[src/hw/rtl/rpi_pkg.sv]
`default_nettype none

package rpi_pkg;

   // coordinate width of every input field
   localparam int COORD_BITS = 16;
   // a difference of two coordinates
   localparam int DIFF_BITS  = COORD_BITS + 1;
   // a product of two differences
   localparam int PROD_BITS  = 2 * DIFF_BITS;
   // a sum or difference of two products
   localparam int SUM_BITS   = PROD_BITS + 1;

   // one request word: both rays
   typedef struct packed {
      logic signed [COORD_BITS-1:0] ax;
      logic signed [COORD_BITS-1:0] ay;
      logic signed [COORD_BITS-1:0] bx;
      logic signed [COORD_BITS-1:0] by;
      logic signed [COORD_BITS-1:0] cx;
      logic signed [COORD_BITS-1:0] cy;
      logic signed [COORD_BITS-1:0] dx;
      logic signed [COORD_BITS-1:0] dy;
   } coord_type;

   // directions of both rays and the offset between their origins
   typedef struct packed {
      logic signed [DIFF_BITS-1:0] d1x;
      logic signed [DIFF_BITS-1:0] d1y;
      logic signed [DIFF_BITS-1:0] d2x;
      logic signed [DIFF_BITS-1:0] d2y;
      logic signed [DIFF_BITS-1:0] wx;
      logic signed [DIFF_BITS-1:0] wy;
      logic                        degen;
   } diff_type;

   // all partial products of the cross and dot products
   typedef struct packed {
      logic signed [PROD_BITS-1:0] d1x_d2y;
      logic signed [PROD_BITS-1:0] d1y_d2x;
      logic signed [PROD_BITS-1:0] wx_d2y;
      logic signed [PROD_BITS-1:0] wy_d2x;
      logic signed [PROD_BITS-1:0] wx_d1y;
      logic signed [PROD_BITS-1:0] wy_d1x;
      logic signed [PROD_BITS-1:0] wx_d1x;
      logic signed [PROD_BITS-1:0] wy_d1y;
      logic signed [PROD_BITS-1:0] wx_d2x;
      logic signed [PROD_BITS-1:0] wy_d2y;
      logic                        degen;
   } prod_type;

   // finished cross and dot products
   typedef struct packed {
      logic signed [SUM_BITS-1:0] den;
      logic signed [SUM_BITS-1:0] nt;
      logic signed [SUM_BITS-1:0] nu;
      logic signed [SUM_BITS-1:0] dot1;
      logic signed [SUM_BITS-1:0] dot2;
      logic                       degen;
   } sum_type;

   // one response word
   typedef struct packed {
      logic rays_meet;
      logic degenerate_ray;
   } result_type;

endpackage

`default_nettype wire

[src/hw/rtl/rpi_diff.sv]
`default_nettype none

module rpi_diff (
   input  wire logic               clock,
   input  wire logic               reset,
   input  wire logic               in_valid,
   input  wire rpi_pkg::coord_type in_data,
   output logic                    in_ready,
   output logic                    out_valid,
   output rpi_pkg::diff_type       out_data,
   input  wire logic               out_ready
);

   logic              valid_ff;
   rpi_pkg::diff_type data_ff;
   rpi_pkg::diff_type data_in;

   // stage moves when empty or when downstream takes its word
   assign in_ready = !valid_ff || out_ready;

   // coordinate differences and degenerate ray detection
   always_comb begin
      data_in.d1x   = rpi_pkg::DIFF_BITS'(in_data.bx) - rpi_pkg::DIFF_BITS'(in_data.ax);
      data_in.d1y   = rpi_pkg::DIFF_BITS'(in_data.by) - rpi_pkg::DIFF_BITS'(in_data.ay);
      data_in.d2x   = rpi_pkg::DIFF_BITS'(in_data.dx) - rpi_pkg::DIFF_BITS'(in_data.cx);
      data_in.d2y   = rpi_pkg::DIFF_BITS'(in_data.dy) - rpi_pkg::DIFF_BITS'(in_data.cy);
      data_in.wx    = rpi_pkg::DIFF_BITS'(in_data.cx) - rpi_pkg::DIFF_BITS'(in_data.ax);
      data_in.wy    = rpi_pkg::DIFF_BITS'(in_data.cy) - rpi_pkg::DIFF_BITS'(in_data.ay);
      data_in.degen = ((in_data.ax == in_data.bx) && (in_data.ay == in_data.by)) ||
                      ((in_data.cx == in_data.dx) && (in_data.cy == in_data.dy));
   end

   // stage valid
   always_ff @(posedge clock) begin
      if (reset) begin
         valid_ff <= 1'b0;
      end else if (in_ready) begin
         valid_ff <= in_valid;
      end
   end

   // stage data
   always_ff @(posedge clock) begin
      if (in_ready && in_valid) begin
         data_ff <= data_in;
      end
   end

   assign out_valid = valid_ff;
   assign out_data  = data_ff;

endmodule

`default_nettype wire

[config.mk]
export PLATFORM = sky130hd
export DESIGN_NAME = rpi_diff
export DESIGN_NICKNAME = d
export VERILOG_FILES = /design/src/hw/rtl/rpi_pkg.sv /design/src/hw/rtl/rpi_diff.sv
export SDC_FILE = /design/constraint.sdc
export NUM_CORES = 1
export LEC_CHECK = 0
export BUFFER_PORTS_ARGS = -buffer_cell sky130_fd_sc_hd__buf_2
export CAP_MARGIN = 5
export CORE_MARGIN = 5
export CORE_UTILIZATION = 45
export DETAILED_ROUTE_END_ITERATION = 16
export PLACE_DENSITY = 0.79
export SYNTH_ARGS = -nofsm -noshare
export SYNTH_HDL_FRONTEND = slang
export SYNTH_SLANG_ARGS = --single-unit
[constraint.sdc]
create_clock -name clock -period 9.3 [get_ports clock]
set_input_delay 0.465 -clock clock [delete_from_list [all_inputs] [get_ports clock]]
set_output_delay 0.465 -clock clock [all_outputs]
set_load 0.02 [all_outputs]
==> Yosys cells after proc, flatten, opt, wreduce, memory -nomap -nowiden <==
Cells that the tools add are included.
{ "totals": {"romBits": 0, "memories": 0, "wordCells": 24, "latchBits": 0, "ff_bits": 104, "ram_bits": 0} }
{ "classes": {"shifts": 0, "order_cmp": 0, "n_bitwise": 0, "addsub": 6, "muxes": 0, "n_eq_ne": 4, "div_mod_pow": 0, "mul": 0, "n_reduce_logical": 6} }
{ "ops": {"columns": ["op", "count"], "rows": [
  ["16-bit by 16-bit subtractor with 17-bit output", 6],
  ["16-bit == test", 4],
  ["1-bit logical AND", 3],
  ["1-bit logical OR", 2],
  ["1-bit logical NOT", 1]
]} }

==> Longest topological paths before layout <==
Gate-level depths: netlist of run 1.
{ "depth": {"word_depth": 3, "depth_mapped": 9, "ltp_nobuf": 9} }

==> Worst setup path after synthesis of run 1 <==
No wires, ideal clock.
{ "synth_path": {"path_type": "input-to-reg", "from": "input out_ready", "to": "register data_ff, in the netlist out_data[0], enable pin", "path_stages": 2, "arrival_ns": 3.146, "setup_ns": 0.473, "path_slack_ns": 5.680, "n_path_buf": 0, "cell_sequence": "nand2b_1 > and2_1"} }
{ "synth_via": {"elab_chain_len": 2} }
{ "synth_lines": {"columns": ["item", "line", "source"], "rows": [
  ["from (decl)", "rpi_diff.sv:11", "input wire logic out_ready"],
  ["1-bit logical OR", "rpi_diff.sv:19", "assign in_ready = !valid_ff || out_ready;"],
  ["1-bit logical AND", "rpi_diff.sv:44", "if (in_ready && in_valid) begin"],
  ["to (signal assigned)", "rpi_diff.sv:45", "data_ff <= data_in;"],
  ["to (decl)", "rpi_diff.sv:15", "rpi_pkg::diff_type data_ff;"]
]} }
No other way between the ends.
A chain may end at the register's enable or synchronous reset.

==> flow_summary.toml, run 1 <==
[clocking]
htreeDepth = 3
cts_made_buffers = 9
clkTransAtPathRegs_ns = 0.07
root_buffer = "clkbuf_16"
worstSkewPairLatency_ns = 0.34
cts_tree = "done"
cts_setup_buffers = 0
cts_resized = 0
clock_path_buffers = 2
numClockSinks = 104
postCtsHoldBufs = 0

[layout]
layout_common_cells = "buf_2, edfxtp_1, inv_1"
instances_no_fill = 1276
drive_above_1_share = 0.2476
layout_commonest_cell = "buf_2"
nets = 1279
final_util = 0.5587
area_growth_pct = 22.04

[synth]
synth_edf_count = 103
synthCells = 800
yosysWarnings = 0
ys_seq_area_frac = 0.3945
synthesis.area_sq_mm = 0.007891
ys_async_sr_fraction = 0
syn-num-nets = 1034
synth.distinct_cells = 59
synth_flop_cell = "edfxtp_1"
syn_area_per_cell_sq_um = 9.864
ys_ff_latch = 104

[timing]
finalHoldViolations = 0
max_freq_mhz = 442.2
min_period_ns = 2.261
finalSetupViolations = 0
max-slew-margin-rel = 0.4164
fin_ws_ns = 7.039
fin_tns_setup_ns = 0
maxSlewViolCount = 0
worst_slew_pin_slew_ns = 0.8753
skew_ns = 0.004902
rsz0062_at_grt = "false"
post-route-period-util = 0.2432

[power]
total_power_mw = 1.494
ir_worst_vdd_uv = 85.13
powerDensity_mw_per_mm2 = 155.1
p_leak_nw = 4.475

[floorplanning]
start_util = 0.4578
fp-row-count = 48
die_w_um = 142.4
fp.coreArea_sq_mm = 0.01724
die_h_um = 142.4
pin_count = 237
dieArea_sq_mm = 0.02028

[min_path]
min_path_type = "input pin to flip-flop"
whs_path_depth = 2
worstHoldEndpoint = "out_valid"
hp-start = "reset"

[critical_path]
reg2reg_to = "out_data[51]"
worstReg2RegStart = "out_valid"
critPathKind = "input pin to flip-flop"
end_kind = "flip-flop"
reg2reg_slack_ns = 7.12
cp_max_fo = 3
critical_path.startpoint_type = "input pin"
reg2reg_depth = 3
crit_arrival_ns = 2.36
cp.required_ns = 9.40

[detailed_routing]
drt-pass1-iter-count = 5
ant_nets = 0
drc_errors = 0
vias = 6985
vias_per_cell = 5.474
wl_per_cell_um = 17.63
routed_wl_um = 22490
first_iter_violations = 325

[flow_run]
maxCapViolations = 0

[global_route]
grt_max_degree = 63
gr-usage-all-layers = 0.2140
grt_pass1_vias = 6817
use_met1 = 0.2573
grt_overflow = 0
grt_pass1_wl_um = 34230
grt_antenna_before_repair = 4
grtUsageMet2 = 0.3811
grt-busiest-layer = "met2"
met3_usage = 0.05880

[placed_design]
dp_slack_ns = 6.692
dp.cells = 1259
dp_hpwl_um = 18540
portBuffers = 236
place_congestion = 0.9743

[run_status]
status = "finished clean"
==> sequential cells by signal, indices dropped and copies added, names as in the netlist <==
signal     cells
out_data     103
out_valid      1
==> cells in the mapped netlist (all sizes together), types with 5 or more instances <==
| cell | n | area share |
|---|---|---|
| a211oi | 11 | 0.010 |
| a31oi | 8 | 0.0063 |
| xor2 | 21 | 0.023 |
| o21ai | 51 | 0.032 |
| a221oi | 5 | 0.0063 |
| edfxtp | 103 | 0.39 |
| o21a | 21 | 0.020 |
| nand4 | 9 | 0.0071 |
| a21oi | 57 | 0.036 |
| nor2 | 52 | 0.025 |
| and3 | 10 | 0.0079 |
| nor3 | 12 | 0.0076 |
| xnor2 | 46 | 0.051 |
| o31a | 8 | 0.0089 |
| and2 | 10 | 0.0079 |
| nand2 | 45 | 0.021 |
| inv | 101 | 0.048 |
| nor2b | 17 | 0.014 |
| or3 | 6 | 0.0048 |
| ha | 96 | 0.15 |
| fa | 6 | 0.015 |
| nand3 | 11 | 0.0070 |
| a21o | 13 | 0.012 |
| nand2b | 15 | 0.012 |
==> power by group <==
| group | internal (mW) | switching, mW |
|---|---|---|
| Sequential | 0.599 | 0.0158 |
| Clock | 0.188 | 0.176 |
| Combinational | 0.203 | 0.312 |
| Total | 0.990 | 0.503 |
==> routing by layer <==
layer / routed length, um / vias up / share of wire
li1: - / 3430 / -
met2: 11030 / 295 / 0.49
met3: 2146 / 31 / 0.095
met1: 8873 / 3223 / 0.39
met4: 410 / 6 / 0.018
met5: 33 / - / 0.0015
==> per-stage QoR <==
stage	hold WS, ns	area, sq um
2_1_floorplan	0.5341	7891
3_3_place_gp	0.5024	9353
3_5_place_dp	0.5212	9353
4_1_cts	0.2524	9628
5_1_grt	0.2654	9630
6_report	0.2705	9630
==> worst max-delay path, stage by stage <==
cell	delay [ns]
buf_2	0.08
inv_1	0.03
ha_1	0.21
fa_1	0.39
nand2b_1	0.18
a21oi_1	0.22
o22ai_1	0.18
o21ai_0	0.28
a21boi_0	0.17
xnor2_1	0.15
==> cells by family after synthesis <==
family / after synthesis / share of synthesized area
multiplexers: 3 / 0.003964
AND/OR/NAND/NOR: 194 / 0.1211
adder cells (fa/ha/maj): 102 / 0.1674
AO/OA/AOI/OAI: 226 / 0.1892
buffers and inverters: 104 / 0.04947
flip-flops: 104 / 0.3945
XOR/XNOR: 67 / 0.07436
==> how the worst max path moves through the flow <==
stage	cells past startpoint	end	from
6_report	10	out_data[47]	in_data[0]
5_1_grt	10	out_data[47]	in_data[0]
4_1_cts	10	out_data[47]	in_data[0]
3_5_place_dp	10	out_data[47]	in_data[0]
3_3_place_gp	10	out_data[32]	in_data[48]
2_1_floorplan	2	out_data[0]	out_ready
==> layout make-up <==
type / count / area [sq um]
well taps: 225 / 281.5
inverters: 101 / 379.1
flip-flops and latches: 104 / 3113
multi-input cells: 592 / 4390
diodes: 1 / 2.502
fillers: 1559 / 7606
repair buffers: 237 / 1189
clock inverters: 5 / 32.53
clock buffers: 11 / 242.7
Power figures use the tool's default switching activity.
==> run 2: changes to the inputs <==
PLACE_DENSITY = 0.82   (was 0.79)
clock period = 1.9 ns   (was 9.3 ns; I/O delays follow)
==> run 2 against run 1 <==
  * Via count rose by 8.0%
  * Final cell count rose by 10%
  * Non-clock buffer count rose by 130
  * Sequential share of layout area fell by 3.2 points
  * Largest power group unchanged
  * Global-route usage rose by 1.5 points
  * Combinational power rose to 5.7 times the previous value
  * Utilization rose by 6.2 points
  * Register-to-register slack got worse by 6.6 ns
==> flow_summary.toml, run 2 (same netlist as run 1, synthesis figures left out) <==
[run_status]
status = "finished clean"

[floorplanning]
start_util = 0.4578
die_w_um = 142.4
fp.coreArea_sq_mm = 0.01724
fp-row-count = 48
pin_count = 237
die_h_um = 142.4
dieArea_sq_mm = 0.02028

[placed_design]
place_congestion = 0.9206
dp_hpwl_um = 20290
portBuffers = 236
dp.cells = 1386

[detailed_routing]
routed_wl_um = 24160
drc_errors = 0
first_iter_violations = 331
vias_per_cell = 5.363
drt-pass1-iter-count = 5
wl_per_cell_um = 17.17
vias = 7546
ant_nets = 0

[critical_path]
critPathKind = "input pin to flip-flop"
max_stage_delay_ns = 0.30
cp.required_ns = 2.05
cp-startpoint = "in_data[16]"
crit_chain = "buf_2, inv_1, ha_1, fa_1, nor2b_1, o31a_1, or2_2, o21ai_1, nor2b_1, o32ai_1"
cp_num_buf_inv = 2
cp_common_cell = "nor2b_1"
end_kind = "flip-flop"
cp_max_fo = 3
critical_path.startpoint_type = "input pin"
cp_top_family = "compound AO/OA/AOI/OAI gates"
slowest_stage = "or2_2"
reg2reg_slack_ns = 0.50
crit_arrival_ns = 1.93
worstReg2RegStart = "out_valid"

[layout]
nets = 1409
largest_reg_flops = 103
drive_above_1_share = 0.3331
final_util = 0.6208
nFillCells = 1438
layout_common_cells = "buf_2, buf_4, edfxtp_1"
area_growth_pct = 35.60
layout_commonest_cell = "buf_2"
multi_input_area_sq_mm = 0.004413
instances_no_fill = 1407
regArea_sq_mm = 0.003113

[power]
powerDensity_mw_per_mm2 = 728.4
p_leak_nw = 5.139
seqPwrFrac = 0.386
intPower_mw = 5.235
comb_power_share = 0.374
netSwitchingFraction = 0.3283
ir_worst_vdd_uv = 402.1
p_switching_mw = 2.559
clockPowerShare = 0.240

[timing]
fin_tns_setup_ns = 0
maxSlewViolCount = 0
max_freq_mhz = 563.3
rsz0062_at_grt = "false"
post-route-period-util = 0.9343
min_period_ns = 1.775
finalHoldViolations = 0
max-slew-margin-rel = 0.6909
worst_slew_pin_slew_ns = 0.4597
finalSetupViolations = 0
skew_ns = 0.008417

[clocking]
worstSkewPairLatency_ns = 0.34
cts_made_buffers = 9
root_buffer = "clkbuf_16"
cts_tree = "done"
clock_path_buffers = 2
numClockSinks = 104
clkTransAtPathRegs_ns = 0.07
htreeDepth = 3

[min_path]
hp-start = "in_data[96]"
min_path_type = "input pin to flip-flop"

[global_route]
grt_antenna_before_repair = 4
gr-usage-all-layers = 0.2292
grt_pass1_vias = 7529
grt_overflow = 0
grt_max_degree = 34
grt_pass1_wl_um = 36890

[flow_run]
maxCapViolations = 0
[run 2: cell count changes in the layout (fill, tap and decap cells not counted), sizes merged]
cell	before	now
clkinv	2	4
clkbuf	11	10
buf	237	365
dlygate4sd3	0	2
clkinvlp	3	1
diode	1	2
bufinv	0	1
[run 2: layout make-up]
type,instances,share of cell area
multi-input combinational,592,0.4124
sequential,104,0.2909
timing repair buffer,367,0.2074
inverter,101,0.03543
tap,225,0.02631
clock buffer,10,0.02140
clock inverter,6,0.005613
antenna,2,0.0004677
[run 2: metrics by stage]
| stage | cell area, sq um | hold slack (ns) | total power [mW] | worst slack [ns] |
|---|---|---|---|---|
| after floorplan | 7899 | 0.1641 | 4.779 | 0.001614 |
| after global placement | 10360 | 0.2502 | 5.880 | -0.2015 |
| after detailed placement | 10360 | 0.2524 | 5.948 | -0.2369 |
| after CTS | 10670 | 0.1845 | 7.849 | 0.1292 |
| after global routing | 10700 | 0.1882 | 8.248 | 0.001578 |
| final | 10700 | 0.1967 | 7.794 | 0.1248 |
[run 2: power groups by stage]
stage | Clock [mW] | Sequential, mW | Combinational (mW)
CTS | 1.93 | 3.01 | 2.90
global route | 2.04 | 3.03 | 3.18
floorplan | 0 | 3.42 | 1.36
global placement | 0 | 3.06 | 2.82
detailed placement | 0 | 3.06 | 2.89
finish | 1.87 | 3.01 | 2.92
[run 2: worst register-to-register path, stage by stage (launching register included)]
cell,delay [ns]
dfxtp_1,0.31
nand2b_1,0.11
and2_4,0.37
buf_12,0.27
[run 2: timing repair]
action | in CTS | in global routing
resized for setup | 0 | 6
endpoints found under the hold margin | 1 | 0
hold buffers | 2 | 0
buffers inserted | 0 | 1
endpoints found under the setup margin | 0 | 8
[run 2: path summary, 6_finish.rpt]
kind / to / cells after the start
max: out_data[68] / 10
min reg2reg: out_data[89] / 2
min: out_data[1] / 3
max reg2reg: out_data[45] / 3
[run 2: metal layers]
| layer | GRT usage | up-vias | part of all wire |
|---|---|---|---|
| li1 | - | 3691 | - |
| met1 | 0.2666 | 3436 | 0.38 |
| met2 | 0.4089 | 350 | 0.48 |
| met3 | 0.05511 | 61 | 0.093 |
| met4 | 0.08604 | 8 | 0.036 |
| met5 | 0 | - | 0.0020 |
==> run 3: changes to the inputs <==
ABC_AREA = 1   (was unset)
GPL_ROUTABILITY_DRIVEN = 0   (was unset)
PLACE_DENSITY = 0.8   (was 0.82)
==> run 3 against run 2 <==
  * Non-clock buffer count decreased by 126
  * First-iteration DRC count increased by 40%
  * Global-route usage decreased by 1.5 points
==> flow_summary.toml, run 3 <==
[clocking]
clkTransAtPathRegs_ns = 0.07
cts_tree = "done"
cts_made_buffers = 9
cts_setup_buffers = 0
numClockSinks = 104
root_buffer = "clkbuf_16"
clock_path_buffers = 2
worstSkewPairLatency_ns = 0.35
htreeDepth = 3

[synth]
synthCells = 1393
ys_seq_area_frac = 0.3324
synth_flop_cell = "edfxtp_1"
synthTopCellsByArea = "edfxtp_1, nand2_1, inv_1"
synthesis.area_sq_mm = 0.009366
ys_ff_latch = 104
synth_top_area_share = 0.3302
synth_edf_count = 103
yosysWarnings = 0
syn_area_per_cell_sq_um = 6.724
synth_commonest_cells = "nand2_1, inv_1, edfxtp_1"
ys_async_sr_fraction = 0
synth.distinct_cells = 19
syn-num-nets = 1627
yosysMostFrequentCell = "nand2_1"
yosys.area.top_type = "edfxtp_1"

[timing]
worst_slew_pin_slew_ns = 0.3120
post-route-period-util = 0.7516
finalHoldViolations = 0
skew_ns = 0.005208
rsz0062_at_grt = "false"
maxSlewViolCount = 0
min_period_ns = 1.428
finalSetupViolations = 0
max-slew-margin-rel = 0.7920
max_freq_mhz = 700.3

[critical_path]
cp_common_cell = "nand2_1"
critical_path.startpoint_type = "input pin"
reg2reg_to = "out_data[51]"
cp_num_buf_inv = 3
cp_max_fo = 3
reg2reg_depth = 2
crit_arrival_ns = 1.53
cp-startpoint = "in_data[32]"
cp.required_ns = 2.01
max_stage_delay_ns = 0.42
reg2reg_slack_ns = 0.68
crit_chain = "buf_2, inv_1, ha_1, fa_1, inv_1, nand2_1, nand2_1, nand3_1, nand2_1, nand2_1, nand3_1, nand2_1"
cp_num_cells = 12
slowest_stage = "fa_1"
cp_top_family = "adder cells"
end_kind = "flip-flop"
worstReg2RegStart = "out_valid"
cp-endpoint = "out_data[13]"
critPathKind = "input pin to flip-flop"

[global_route]
grt_max_degree = 53
grt_overflow = 0
grt_pass1_wl_um = 41180
grt_antenna_before_repair = 2
gr-usage-all-layers = 0.2141
grt_pass1_vias = 8530

[layout]
drive_above_1_share = 0.1624
area_growth_pct = 20.61
instances_no_fill = 1920
nFillCells = 1908
layout_common_cells = "nand2_1, inv_1, buf_2"
largest_reg_flops = 103
nets = 1879
antenna_cells = 0
layout_commonest_cell = "nand2_1"

[floorplanning]
dieArea_sq_mm = 0.02380
die_w_um = 154.3
fp-row-count = 52
start_util = 0.4599
die_h_um = 154.3
pin_count = 237
fp.coreArea_sq_mm = 0.02036

[power]
netSwitchingFraction = 0.3494
clockPowerShare = 0.270
p_leak_nw = 6.929
ir_worst_vdd_uv = 379.9
intPower_mw = 5.182
total_power_mw = 7.965
p_switching_mw = 2.783
comb_power_share = 0.353
seqPwrFrac = 0.377
powerDensity_mw_per_mm2 = 705.1

[flow_run]
maxCapViolations = 0

[detailed_routing]
first_iter_violations = 464
vias = 9175
drc_errors = 0
vias_per_cell = 4.779
routed_wl_um = 26230
drt-pass1-iter-count = 5
ant_nets = 0
wl_per_cell_um = 13.66

[run_status]
status = "finished clean"

[min_path]
min_path_type = "input pin to flip-flop"

[placed_design]
dp.cells = 1903
dp_hpwl_um = 22000
portBuffers = 236
-- run 3: how the worst min path moves through the flow --
stage,startpoint,endpoint,cells after the start,slack (ns)
3_5_place_dp,reset,out_valid,2,0.24
4_1_cts,out_ready,out_valid,4,0.02
3_3_place_gp,reset,out_valid,2,0.24
5_1_grt,out_ready,out_valid,4,0.03
2_1_floorplan,reset,out_valid,1,0.15
6_report,out_ready,out_valid,4,0.05
-- run 3: power by group through the flow --
stage	registers, mW	clock network [mW]	logic [mW]
floorplan	3.39	0	1.57
global placement	3.05	0	2.75
detailed placement	3.05	0	2.80
CTS	3.00	2.22	2.82
global route	3.02	2.32	3.15
finish	3.00	2.15	2.81
-- run 3: layout make-up --
type	instances	area [sq um]	share of cell area
Clock buffer	12	236.5	0.02093
Clock inverter	4	95.09	0.008417
Inverter	359	1348	0.1193
Multi-Input combinational cell	930	4917	0.4353
Sequential cell	104	3117	0.2759
Tap cell	270	337.8	0.02990
Timing Repair Buffer	241	1246	0.1103
-- run 3: tightest hold or removal path: stages --
cell and delay [ns]:
buf_2 0.07, inv_1 0.06, nand2_1 0.07, a21oi_1 0.06
-- run 3: cells by family after synthesis --
family	after synthesis	share of synthesized area
AO/OA/AOI/OAI	62	0.03313
XOR/XNOR	42	0.03927
adder cells (fa/ha/maj)	102	0.1411
buffers and inverters	359	0.1439
flip-flops	104	0.3324
AND/OR/NAND/NOR	724	0.3103
-- run 3: per-stage QoR --
stage                     worst slack, ns  setup TNS, ns  instance area (sq um)  hold slack [ns]  utilization
after floorplan                   -0.6412         -66.04                   9382           0.1544            -
after global placement             0.1238              0                  10960           0.2401       0.5380
after detailed placement           0.1220              0                  10960           0.2447       0.5380
after CTS                          0.4975              0                  11300          0.01791       0.5547
after global routing               0.3218              0                  11300          0.03202       0.5547
final                              0.4720              0                  11300          0.04502       0.5547
-- run 3: what timing repair did --
action / 4_1_cts / 5_1_grt
setup endpoints to repair: 0 / 0
endpoints found under the hold margin: 1 / 0
resized for setup: 0 / 0
hold buffers: 1 / 0
-- run 3: routing by layer --
| layer | vias up | GRT usage | routed length (um) |
|---|---|---|---|
| li1 | 4739 | - | - |
| met1 | 4011 | 0.2598 | 10390 |
| met4 | 4 | 0.04794 | 417 |
| met2 | 385 | 0.3871 | 12880 |
| met5 | - | 0 | 21 |
| met3 | 36 | 0.04834 | 2518 |
